<file path="src/hdl/rarp_pkg.sv">
// ----------------------------------------------------------------------------
// rarp_pkg
// Shared types and constants for the randomized aligned region placer.
// ----------------------------------------------------------------------------
`default_nettype none

package rarp_pkg;

    // Field widths
    localparam int ADDR_W   = 48;
    localparam int WIDE_W   = 50;   // internal address math with carry room
    localparam int SAMPLE_W = 64;
    localparam int CMD_W    = 2;
    localparam int STAT_W   = 2;
    localparam int ALOG_W   = 5;
    localparam int CFG_IDX_W = 2;

    // Parameter defaults
    localparam int MAP_PAGES_DEF   = 4096;
    localparam int PROBE_LIMIT_DEF = 256;
    localparam int PAGE_BYTES_DEF  = 4096;

    // Register reset values
    localparam logic [ADDR_W-1:0] WIN_BEGIN_RST = 48'd0;
    localparam logic [ADDR_W-1:0] WIN_END_RST   = 48'd16777216;
    localparam logic [ALOG_W-1:0] ALOG_RST      = 5'd16;

    // Configuration register indexes
    localparam logic [CFG_IDX_W-1:0] CFG_WIN_BEGIN = 2'd0;
    localparam logic [CFG_IDX_W-1:0] CFG_WIN_END   = 2'd1;
    localparam logic [CFG_IDX_W-1:0] CFG_ALOG      = 2'd2;

    // Command codes
    localparam logic [CMD_W-1:0] CMD_MARK   = 2'd0;
    localparam logic [CMD_W-1:0] CMD_CLEAR  = 2'd1;
    localparam logic [CMD_W-1:0] CMD_IMAGE  = 2'd2;
    localparam logic [CMD_W-1:0] CMD_REGION = 2'd3;

    // Result status codes
    localparam logic [STAT_W-1:0] ST_OK      = 2'd0;
    localparam logic [STAT_W-1:0] ST_INVALID = 2'd1;
    localparam logic [STAT_W-1:0] ST_NOFREE  = 2'd2;

    typedef enum logic [3:0] {
        S_CLEAR, S_IDLE, S_DISP, S_SET2, S_SET3, S_DIVI, S_DIV,
        S_CAND1, S_CAND2, S_CHK1, S_CHK2, S_RD, S_TEST, S_NEXT, S_EMIT
    } t_state;

    typedef enum logic [4:0] {
        OP_NONE, OP_CLR, OP_LOAD, OP_MARK, OP_SET1, OP_SET2, OP_SET3,
        OP_INVALID, OP_DIV_INIT, OP_DIV_STEP, OP_CAND1, OP_CAND2, OP_CHK1,
        OP_CHK2, OP_RD, OP_ADV, OP_FOUND, OP_NEXT, OP_NOFREE, OP_EMIT
    } t_op;

    // Controller to datapath
    typedef struct packed {
        t_op op;
    } t_dp_cmd;

    // Datapath to controller
    typedef struct packed {
        logic clr_last;
        logic is_mark;
        logic req_ok;
        logic div_last;
        logic span_ok;
        logic page_busy;
        logic last_page;
        logic tries_last;
        logic out_free;
    } t_dp_stat;

endpackage

`default_nettype wire

</file>
<file path="src/hdl/rarp_ctrl.sv">
// ----------------------------------------------------------------------------
// rarp_ctrl
// Controller: sequences map clearing, request setup, remainder and probing.
// ----------------------------------------------------------------------------
`default_nettype none

module rarp_ctrl (
    input  wire                 i_clk,
    input  wire                 i_rst_n,
    input  wire                 i_in_valid,
    input  rarp_pkg::t_dp_stat  i_dstat,
    output logic                o_in_ready,
    output rarp_pkg::t_dp_cmd   o_dcmd
);
    import rarp_pkg::*;

    t_state r_state, n_state;

    always_ff @(posedge i_clk) begin
        if (!i_rst_n) begin
            r_state <= S_CLEAR;
        end else begin
            r_state <= n_state;
        end
    end

    // Next state
    always_comb begin
        n_state = r_state;
        unique case (r_state)
            S_CLEAR: if (i_dstat.clr_last) n_state = S_IDLE;
            S_IDLE:  if (i_in_valid) n_state = S_DISP;
            S_DISP:  n_state = i_dstat.is_mark ? S_EMIT : S_SET2;
            S_SET2:  n_state = S_SET3;
            S_SET3:  n_state = S_DIVI;
            S_DIVI:  n_state = i_dstat.req_ok ? S_DIV : S_EMIT;
            S_DIV:   if (i_dstat.div_last) n_state = S_CAND1;
            S_CAND1: n_state = S_CAND2;
            S_CAND2: n_state = S_CHK1;
            S_CHK1:  n_state = S_CHK2;
            S_CHK2:  n_state = i_dstat.span_ok ? S_RD : S_NEXT;
            S_RD:    n_state = S_TEST;
            S_TEST: begin
                if (i_dstat.page_busy) n_state = S_NEXT;
                else if (i_dstat.last_page) n_state = S_EMIT;
                else n_state = S_RD;
            end
            S_NEXT:  n_state = i_dstat.tries_last ? S_EMIT : S_CAND1;
            S_EMIT:  if (i_dstat.out_free) n_state = S_IDLE;
            default: n_state = S_CLEAR;
        endcase
    end

    // Outputs
    always_comb begin
        o_dcmd.op  = OP_NONE;
        o_in_ready = 1'b0;
        unique case (r_state)
            S_CLEAR: o_dcmd.op = OP_CLR;
            S_IDLE: begin
                o_in_ready = 1'b1;
                if (i_in_valid) o_dcmd.op = OP_LOAD;
            end
            S_DISP:  o_dcmd.op = i_dstat.is_mark ? OP_MARK : OP_SET1;
            S_SET2:  o_dcmd.op = OP_SET2;
            S_SET3:  o_dcmd.op = OP_SET3;
            S_DIVI:  o_dcmd.op = i_dstat.req_ok ? OP_DIV_INIT : OP_INVALID;
            S_DIV:   o_dcmd.op = OP_DIV_STEP;
            S_CAND1: o_dcmd.op = OP_CAND1;
            S_CAND2: o_dcmd.op = OP_CAND2;
            S_CHK1:  o_dcmd.op = OP_CHK1;
            S_CHK2:  if (i_dstat.span_ok) o_dcmd.op = OP_CHK2;
            S_RD:    o_dcmd.op = OP_RD;
            S_TEST: begin
                if (!i_dstat.page_busy) begin
                    o_dcmd.op = i_dstat.last_page ? OP_FOUND : OP_ADV;
                end
            end
            S_NEXT:  o_dcmd.op = i_dstat.tries_last ? OP_NOFREE : OP_NEXT;
            S_EMIT:  if (i_dstat.out_free) o_dcmd.op = OP_EMIT;
            default: ;
        endcase
    end

endmodule

`default_nettype wire

</file>
<file path="config.mk">
export PLATFORM = sky130hd
export DESIGN_NAME = rarp_ctrl
export DESIGN_NICKNAME = d
export VERILOG_FILES = /design/src/hdl/rarp_pkg.sv /design/src/hdl/rarp_ctrl.sv
export SDC_FILE = /design/constraint.sdc
export NUM_CORES = 1
export LEC_CHECK = 0
export BUFFER_PORTS_ARGS = -buffer_cell sky130_fd_sc_hd__buf_2
export CAP_MARGIN = 10
export CORE_MARGIN = 2
export CORE_UTILIZATION = 45
export CTS_BUF_LIST = sky130_fd_sc_hd__clkbuf_8
export CTS_CLUSTER_DIAMETER = 100
export DETAILED_ROUTE_END_ITERATION = 10
export PLACE_DENSITY = 0.72
export SYNTH_ARGS = -nofsm -noshare
export SYNTH_HDL_FRONTEND = slang
export SYNTH_SLANG_ARGS = --single-unit
</file>
<file path="constraint.sdc">
create_clock -name i_clk -period 2 [get_ports i_clk]
set_input_delay 0.4 -clock i_clk [delete_from_list [all_inputs] [get_ports i_clk]]
set_output_delay 0.4 -clock i_clk [all_outputs]
set_load 0.005 [all_outputs]
</file>
Yosys cells after proc, flatten, opt, wreduce, memory -nomap -nowiden
Index checks and enable logic that the tools add are counted.

Eq/ne operators: 18. Mux-type cells: 21. Reductions and logical operators: 2.

Operators with widths (number): one-hot mux 5 bit (15 select lines) (1); one-hot mux 4 bit (15 select lines) (1); 2-to-1 mux 4 bit (9); equality test 4 bit (second input constant) (7); equality test 4 x 3 -> 1 bit (second input constant) (4); 2-to-1 mux 5 bit (3); 2-to-1 mux 3 bit (4); equality test 4 x 2 -> 1 bit (second input constant) (2); inequality test 2 bit (second input constant) (4); equality test 4 x 1 -> 1 bit (second input constant) (1); zero test 4 bit (1); 2-to-1 mux 2 bit (2); AND reduction 4 bit (1); 2-to-1 mux 1 bit (1).

Register bits after elaboration: 4. Logic and storage cells: 42.

Depth between registers and ports, before layout
Gate-level depths: netlist (run 1).

Depth in word-level cells: 3. Mapped depth: 6. Mapped depth without buffers: 4.

Worst setup path after synthesis (run 1)
OpenSTA, ideal clock, no wires.

Path type: register to output. From: register r_state[1]. To: output o_dcmd[2] (netlist bit). Data arrival time: 1.226 ns. Path slack: 0.374 ns. Stages on the path, launching flop included: 6. Path buffers: 2. Cells stage by stage: dfxtp_1 buf_2 buf_4 nor4_1 a21oi_1 a21oi_1.

RTL lines: from (decl) (RTL line rarp_ctrl.sv:17) `t_state r_state, n_state;`; from (signal assigned) (RTL line rarp_ctrl.sv:23) `r_state <= n_state;`; to (decl) (RTL line rarp_ctrl.sv:13) `output rarp_pkg::t_dp_cmd o_dcmd`.

==> metrics.txt, run 1 <==
vias in the first global route roughly 760; dpl ws ~160 ps; Core Rows 13; filler instances roughly 130; Final GP Congestion a little under 0.9; #FFs+latches synth 4; CP Data Required Time approximately 1600 ps; count of different cell masters after synthesis 41; worst hold path class in -> reg; layout cells sized above 1 between 30 and 40%; CTS clk-pin slew, worst paths 30 ps; slowest stage delay, CP ~340 ps; via count 856; clock sinks 4; GRT Util Overall around 23%; most flop-heavy register r_state; Async SR Flop Fraction 0%; DRC viols 0; maximum buffer depth of the clock tree 2; Setup CP Type reg -> out; Largest regs r_state: 4 flops; register area share after synthesis about an eighth; Final Max Tran Viols 0; r2r setup slk approximately 280 ps; Hold Fails Final Rpt 0; max reg flops 4; total grt overflow 0; Final WS setup about 55 ps; Ports 18; maximum vdd drop ~0.0005 V; Starting Density 49.7%; total CTS buffers 3; RSZ-0062 raised after global routing false; Post-CTS Setup Bufs 0; Area contributors post-synth dfxtp_1, a21oi_1, nand4bb_1; core area 0.00135 mm²; Post-Syn Instances 99; drt wl/cell about 15 µm; drt first pass iters 4; Die Ht 42.6 µm; htree depth 1; clock skew around 4.7 ps; yosys warns 0; global-route wire length before repair around 3200 µm; routed vias/inst about 6.4; final setup fails 0; Slew Limit Headroom between 70% and 80%; Post-Syn Area between 600 and 700 µm²; total die area approximately 0.0018 mm²; CP Launch Type register; Leak Pwr approximately 0.36 nW; top cell type's share of synthesized area 11.9%; worst slew pin tran 419 ps; cells along the critical path buf_4 -> nand4bb_1 -> a21oi_1 -> a21oi_1 -> o211ai_1 -> buf_2; count of buffers from port buffering 17; layout overhead on the synthesized area 24.6%; DP HPWL approximately 1400 µm; syn avg cell area 6.77 µm²; CTS tree yes; TNS Setup 0 ps; n_diodes 0; CP dominant cell by count a21oi_1; Final period util a little over nine tenths; clock root cell clkbuf_8; worst skew pair latency between 200 and 250 ps; final wirelength around 2000 µm; Max Cap Viol 0; Mapped Nets between 100 and 150; pwr dens 1330 mW/mm²; fmax 0.514 GHz; Worst path slowest cell dfxtp_2; largest net degree at the start of global routing 17; crit end category output pin; Final #Nets around 130; Post-DRT Antenna Nets 0; CP max FO 10; DR iter-0 viols 34; EDFF count, synth 0; main flop type after synthesis dfxtp_1; Chip Width ~43 µm; crit path DAT roughly 1600 ps; outcome finished clean; area leader, netlist dfxtp_1; antenna violations before repair 0; min cycle time layout between 1500 and 2000 ps
power by group:
group	internal [mW]	total (mW)	switching [mW]	leakage [nW]
Sequential	0.114	0.195	0.0809	0.0344
Clock	0.128	0.171	0.0424	0.0216
Combinational	0.373	0.743	0.370	0.309
Total	0.615	1.11	0.493	0.365
area by class of cell:
class / instances / area [µm²] / area share (%)
multi-input combinational: 80 / 515 / 61.7
timing repair buffer: 26 / 153 / 18.3
sequential: 4 / 85.1 / 10.2
clock buffer: 3 / 41.3 / 4.94
inverter: 6 / 22.5 / 2.69
tap: 15 / 18.8 / 2.25
final timing paths:
path,from,endpoint,depth (start not counted)
worst max-delay path,r_state[1],o_dcmd[1],6
worst min register to register,r_state[2],r_state[2],2
worst min-delay path,i_rst_n,r_state[3],2
worst max register to register,r_state[0],r_state[0],5
cells by family (layout without fill, tap and decap cells):
logic type / Yosys count / in the layout / share of synthesized area [%]
xor+xnor: 1 / 1 / 1.31
buf+inv: 15 / 35 / 11.2
compound gates: 40 / 40 / 39.2
simple gates: 39 / 39 / 36.4
flops: 4 / 4 / 11.9
cells in the mapped netlist (all sizes together), types with 3 or more instances:
cell type / n
a21oi: 15
buf: 9
nor2: 7
inv: 6
o21ai: 6
nand2: 5
dfxtp: 4
nand2b: 4
and3b: 3
nand4bb: 3
nor3: 3
o32ai: 3
per-stage QoR:
stage               utilization [%]  instances  hold WS [ps]  power (mW)  instance area [µm²]
floorplan                         -         99           528       0.721                  671
global placement               58.5        131           669       0.908                  790
detailed placement             58.5        131           667       0.916                  790
CTS                            61.7        134           444        1.09                  833
global route                   61.9        134           459        1.20                  836
finish                         61.9        134           432        1.11                  836
critical path: cells and delay by family, from the launching register on:
kind                   cells  cell delay, ps
AO/OA/AOI/OAI              3             470
buffers and inverters      2             310
flip-flops                 1             340
AND/OR/NAND/NOR            1             190
timing repair:
action / CTS / global route
gates resized for setup: 2 / 2
setup endpoints to repair: 4 / 5
hold buffers: 0 / 0
hold endpoints to repair: 0 / 0
cell usage in the layout, fill, tap and decap left out, types with 4 or more instances in the layout:
master,netlist,final
a21oi_1,15,15
buf_2,6,17
buf_4,3,9
dfxtp_2,0,4
inv_1,5,5
nand2_1,5,5
nand2b_1,4,4
nor2_1,7,7
o21ai_0,5,5
layer usage:
| layer | up-vias | share of wire [%] | track usage, % |
|---|---|---|---|
| met5 | - | 0 | 0 |
| met4 | 0 | 0.86 | 9.38 |
| met3 | 4 | 9.5 | 3.02 |
| met2 | 51 | 46 | 36.3 |
| met1 | 383 | 44 | 30.5 |
| li1 | 418 | - | - |
(Power assumes the default switching activity.)
==> run 2: changes to the inputs <==
--- a/config.mk
+++ b/config.mk
@@ -14,4 +14,5 @@
 export DETAILED_ROUTE_END_ITERATION = 10
 export PLACE_DENSITY = 0.72
+export REMOVE_ABC_BUFFERS = 1
 export SYNTH_ARGS = -nofsm -noshare
 export SYNTH_HDL_FRONTEND = slang
==> constraint.sdc (replaced) <==
create_clock -name i_clk -period 2 [get_ports i_clk]
set_input_delay 0.1 -clock i_clk [delete_from_list [all_inputs] [get_ports i_clk]]
set_output_delay 0.1 -clock i_clk [all_outputs]
set_load 0.005 [all_outputs]
==> metrics.txt, run 2 (synthesized netlist as in run 1, its figures left out) <==
outcome finished clean (unchanged); crit path from r_state[0] (was r_state[1]); CP max FO 15 (was 10); DR iter-0 viols 39 (was 34); antenna violations before repair 0 (unchanged); maximum vdd drop 0.000636 V (was 0.000498 V); DP HPWL 1380 µm (was 1440 µm); clock skew 4.54 ps (was 4.66 ps); Setup CP Type reg -> out (unchanged); final wirelength 1820 µm (was 1970 µm); Final Max Tran Viols 0 (unchanged); Starting Density 49.7% (unchanged); DRC viols 0 (unchanged); top sig layer met3 (was met4); FF-to-FF Start r_state[0] (unchanged); fmax 0.536 GHz (was 0.514 GHz); count of buffers from port buffering 17 (unchanged); worst hold path class in -> reg (unchanged); drt first pass iters 4 (unchanged); Final WS setup 134 ps (was 54.6 ps); Slew Limit Headroom 69.5% (was 71.8%); crit path DAT 1770 ps (was 1550 ps); DRT met1 WL 852 µm (was 866 µm); min cycle time layout 1870 ps (was 1950 ps); met2 routed WL 847 µm (was 897 µm); global-route wire length before repair 3180 µm (was 3250 µm); Ports 18 (unchanged); total die area 0.00182 mm² (unchanged); Net Sw Power 0.480 mW (was 0.493 mW); pwr dens 1330 mW/mm² (about the same); TNS Setup 0 ps (unchanged); Max Cap Viol 0 (unchanged); Die Ht 42.6 µm (unchanged); sw frac 44.6% (was 44.5%); GRT Util Overall 22.1% (was 22.8%); worst slew pin tran 457 ps (was 419 ps); routed vias/inst 6.25 (was 6.39); Post-DRT Antenna Nets 0 (unchanged); Largest regs r_state: 4 flops (unchanged); Final period util 93.3% (was 97.3%); htree depth 1 (unchanged); largest net degree at the start of global routing 16 (was 17); Chip Width 42.6 µm (unchanged); most flop-heavy register r_state (unchanged); CTS tree yes (unchanged); register area 81.3 µm² (was 85.1 µm²); combinational share of power 66.8% (was 67.0%); Worst Hold Launch i_rst_n (unchanged); drt wl/cell 13.9 µm (was 14.7 µm); RSZ-0062 raised after global routing false (unchanged); CP Launch Type register (unchanged); Final Instance Area 810 µm² (was 836 µm²); Leak Pwr 0.348 nW (was 0.365 nW); crit end category output pin (unchanged); layout cells sized above 1 25.9% (was 30.3%); dpl ws 307 ps (was 158 ps); filler instances 136 (was 132); CP Data Required Time 1900 ps (was 1600 ps); worst skew pair latency 210 ps (was 220 ps); CTS clk-pin slew, worst paths 30 ps (about the same); Hold Fails Final Rpt 0 (unchanged); Final #Nets 130 (was 133); Clock Power Share 15.3% (was 15.4%); maximum buffer depth of the clock tree 2 (unchanged); vias in the first global route 729 (was 755); max reg flops 4 (unchanged); internal power 0.595 mW (was 0.615 mW); placed cell areas 767 µm² (was 790 µm²); Final GP Congestion 0.943 (was 0.881); n_diodes 0 (unchanged); commonest non-fill, non-tap cell in the layout buf_2 (unchanged); final setup fails 0 (unchanged); clock root cell clkbuf_8 (unchanged); sequential share of power 17.8% (was 17.6%); total grt overflow 0 (unchanged); r2r setup slk 230 ps (was 280 ps); layout overhead on the synthesized area 20.7% (was 24.6%); multi-input combinational cell area 515 µm² (unchanged); commonest cells after routing, fill and taps aside buf_2, a21oi_1, nor2_1, buf_4 (was buf_2, a21oi_1, buf_4, nor2_1); core area 0.00135 mm² (unchanged); total CTS buffers 3 (unchanged); Core Rows 13 (unchanged); clock sinks 4 (unchanged); routed wl met3 120 µm (was 187 µm); via count 819 (was 856)
run 2: cell count changes in the layout (fill, tap and decap cells not counted):
cell / change
dfxtp_1: +3
dfxtp_2: -3
buf_4: -3
run 2: critical path, cell delays in order (launching register included):
cell and delay, ps:
dfxtp_1 590, buf_4 230, nand2b_1 190, nor2_1 70, a21oi_1 220, o211ai_1 110, buf_2 140
run 2: power by group through the flow:
stage | Sequential, mW | Clock (mW) | Combinational, mW
after floorplan | 0.215 | 0 | 0.447
after global placement | 0.185 | 0 | 0.696
after detailed placement | 0.188 | 0 | 0.708
after CTS | 0.188 | 0.167 | 0.716
after global routing | 0.202 | 0.176 | 0.802
final | 0.192 | 0.165 | 0.718
run 2: stage by stage:
step	total power [mW]	utilization (%)	hold slack, ps	std cells
floorplan	0.662	-	228	90
global placement	0.881	56.8	366	128
detailed placement	0.896	56.8	374	128
CTS	1.07	59.9	151	131
global route	1.18	60.0	147	131
finish	1.07	60.0	142	131
run 2: repair_timing:
item,4_1_cts,5_1_grt
endpoints found under the hold margin,0,0
hold buffers,0,0
setup buffers,0,0
resized for setup,0,1
endpoints found under the setup margin,0,2
run 2: final cells by class:
class	count	area share [%]
clock buffer	3	5.10
timing repair buffer	23	16.1
multi-input combinational	80	63.7
inverter	6	2.78
tap	15	2.32
sequential	4	10.0
run 2: worst paths after layout:
kind                                    to  cells past startpoint
worst min-delay path            r_state[3]                      2
worst min register to register  r_state[3]                      2
worst max-delay path             o_dcmd[1]                      6
worst max register to register  r_state[0]                      4
run 2: metal layers:
| layer | vias to the layer above | track usage, % |
|---|---|---|
| li1 | 414 | - |
| met1 | 372 | 30.7 |
| met2 | 33 | 32.0 |
| met3 | 0 | 5.60 |
| met4 | 0 | 9.38 |
| met5 | - | 0 |
==> run 3: changes to the inputs <==
CTS_CLUSTER_SIZE = 24   (was not set)
GPL_TIMING_DRIVEN = 0   (was not set)
MAX_ROUTING_LAYER = met4   (was not set)
==> metrics.txt, run 3 (synthesized netlist as in run 1, its figures left out) <==
DRC viols 0 (unchanged); Final Max Tran Viols 0 (unchanged); Max Cap Viol 0 (unchanged); Starting Density 49.7% (unchanged); layout cells sized above 1 24.5% (was 25.9%); CP Data Required Time 1900 ps (about the same); total CTS buffers 3 (unchanged); RSZ-0062 raised after global routing false (unchanged); worst slew pin tran 467 ps (was 457 ps); Final period util 92.7% (was 93.3%); clock sinks 4 (unchanged); final setup fails 0 (unchanged); worst skew pair latency 230 ps (was 210 ps); maximum vdd drop 0.000455 V (was 0.000636 V); clock skew 7.71 ps (was 4.54 ps); largest net degree at the start of global routing 30 (was 16); core area 0.00135 mm² (unchanged); htree depth 1 (unchanged); layout overhead on the synthesized area 14.6% (was 20.7%); routed vias/inst 6.56 (was 6.25); CTS hold repair buffers 0 (unchanged); Slew Limit Headroom 68.9% (was 69.5%); n_diodes 0 (unchanged); Final #Nets 124 (was 130); DP HPWL 1220 µm (was 1380 µm); TNS Setup 0 ps (unchanged); outcome finished clean (unchanged); Setup CP Type reg -> out (unchanged); Final GP Congestion 0.856 (was 0.943); clock root cell clkbuf_8 (unchanged); global-route wire length before repair 2880 µm (was 3180 µm); GRT Util Overall 20.9% (was 22.1%); Ports 18 (unchanged); Leak Pwr 0.317 nW (was 0.348 nW); crit end category output pin (unchanged); Core Rows 13 (unchanged); pwr dens 1360 mW/mm² (was 1330 mW/mm²); drt first pass iters 4 (unchanged); worst hold path class in -> reg (unchanged); Post-DRT Antenna Nets 0 (unchanged); DR iter-0 viols 17 (was 39); crit path DAT 1750 ps (was 1770 ps); total die area 0.00182 mm² (unchanged); CTS tree yes (unchanged); total grt overflow 0 (unchanged); vias in the first global route 645 (was 729); max reg flops 4 (unchanged); Largest regs r_state: 4 flops (unchanged); maximum buffer depth of the clock tree 2 (unchanged); final wirelength 1830 µm (was 1820 µm); via count 820 (was 819); commonest cells after routing, fill and taps aside buf_2, a21oi_1, nor2_1 (was buf_2, a21oi_1, nor2_1, buf_4); Hold Fails Final Rpt 0 (unchanged); CP max FO 24 (was 15); Die Ht 42.6 µm (unchanged); Hold WS 144 ps (was 142 ps); CP Launch Type register (unchanged); min cycle time layout 1850 ps (was 1870 ps); count of buffers from port buffering 17 (unchanged); filler instances 128 (was 136); fmax 0.539 GHz (was 0.536 GHz); Chip Width 42.6 µm (unchanged); antenna violations before repair 0 (unchanged); commonest non-fill, non-tap cell in the layout buf_2 (unchanged); most flop-heavy register r_state (unchanged); CTS clk-pin slew, worst paths 30 ps (about the same); drt wl/cell 14.6 µm (was 13.9 µm)
-- run 3: cell count changes in the layout (fill, tap and decap cells not counted), sizes merged --
cell  delta
buf      -6
-- run 3: metal layers --
metal	global-route usage, %	share of wire, %	vias up
li1	-	-	402
met1	29.0	48	373
met2	28.9	44	40
met3	3.02	6.0	5
met4	10.6	1.9	0
met5	-	0	-
-- run 3: stage by stage --
stage / instances / setup slack (ps) / area [µm²] / util [%] / power, mW
2_1_floorplan: 90 / 363 / 618 / - / 0.662
3_3_place_gp: 122 / 69.8 / 722 / 53.5 / 0.831
3_5_place_dp: 122 / 25.8 / 722 / 53.5 / 0.845
4_1_cts: 125 / 56.7 / 767 / 56.8 / 1.03
5_1_grt: 125 / 68.1 / 768 / 56.9 / 1.12
6_report: 125 / 146 / 768 / 56.9 / 1.04
-- run 3: final timing paths --
path	startpoint	endpoint	slack, ps	cells past startpoint
hold / removal	i_rst_n	r_state[3]	140	2
setup reg to reg	r_state[0]	r_state[0]	310	4
setup / recovery	r_state[1]	o_dcmd[0]	150	5
hold reg to reg	r_state[2]	r_state[2]	700	2
-- run 3: layout make-up --
cell class	instances	area (µm²)	share of cell area, %
Multi-Input combinational cell	80	515	67.1
Sequential cell	4	85.1	11.1
Timing Repair Buffer	17	85.1	11.1
Clock buffer	3	41.3	5.37
Inverter	6	22.5	2.93
Tap cell	15	18.8	2.44
-- run 3: repair_timing --
item	4_1_cts	5_1_grt
hold endpoints to repair	0	0
setup endpoints to repair	4	3
gates resized for setup	3	1
setup buffers	0	0
gates cloned	0	0
-- run 3: power breakdown --
group / internal [mW] / switching [mW]
Combinational: 0.317 / 0.277
Sequential: 0.114 / 0.159
Clock: 0.129 / 0.0469
Total: 0.559 / 0.483
-- run 3: critical path, cell delays in order (launching register included) --
cell and delay, ps:
dfxtp_2 560, and2b_1 280, or3_1 320, a21o_1 180, nand4_1 80, buf_2 110
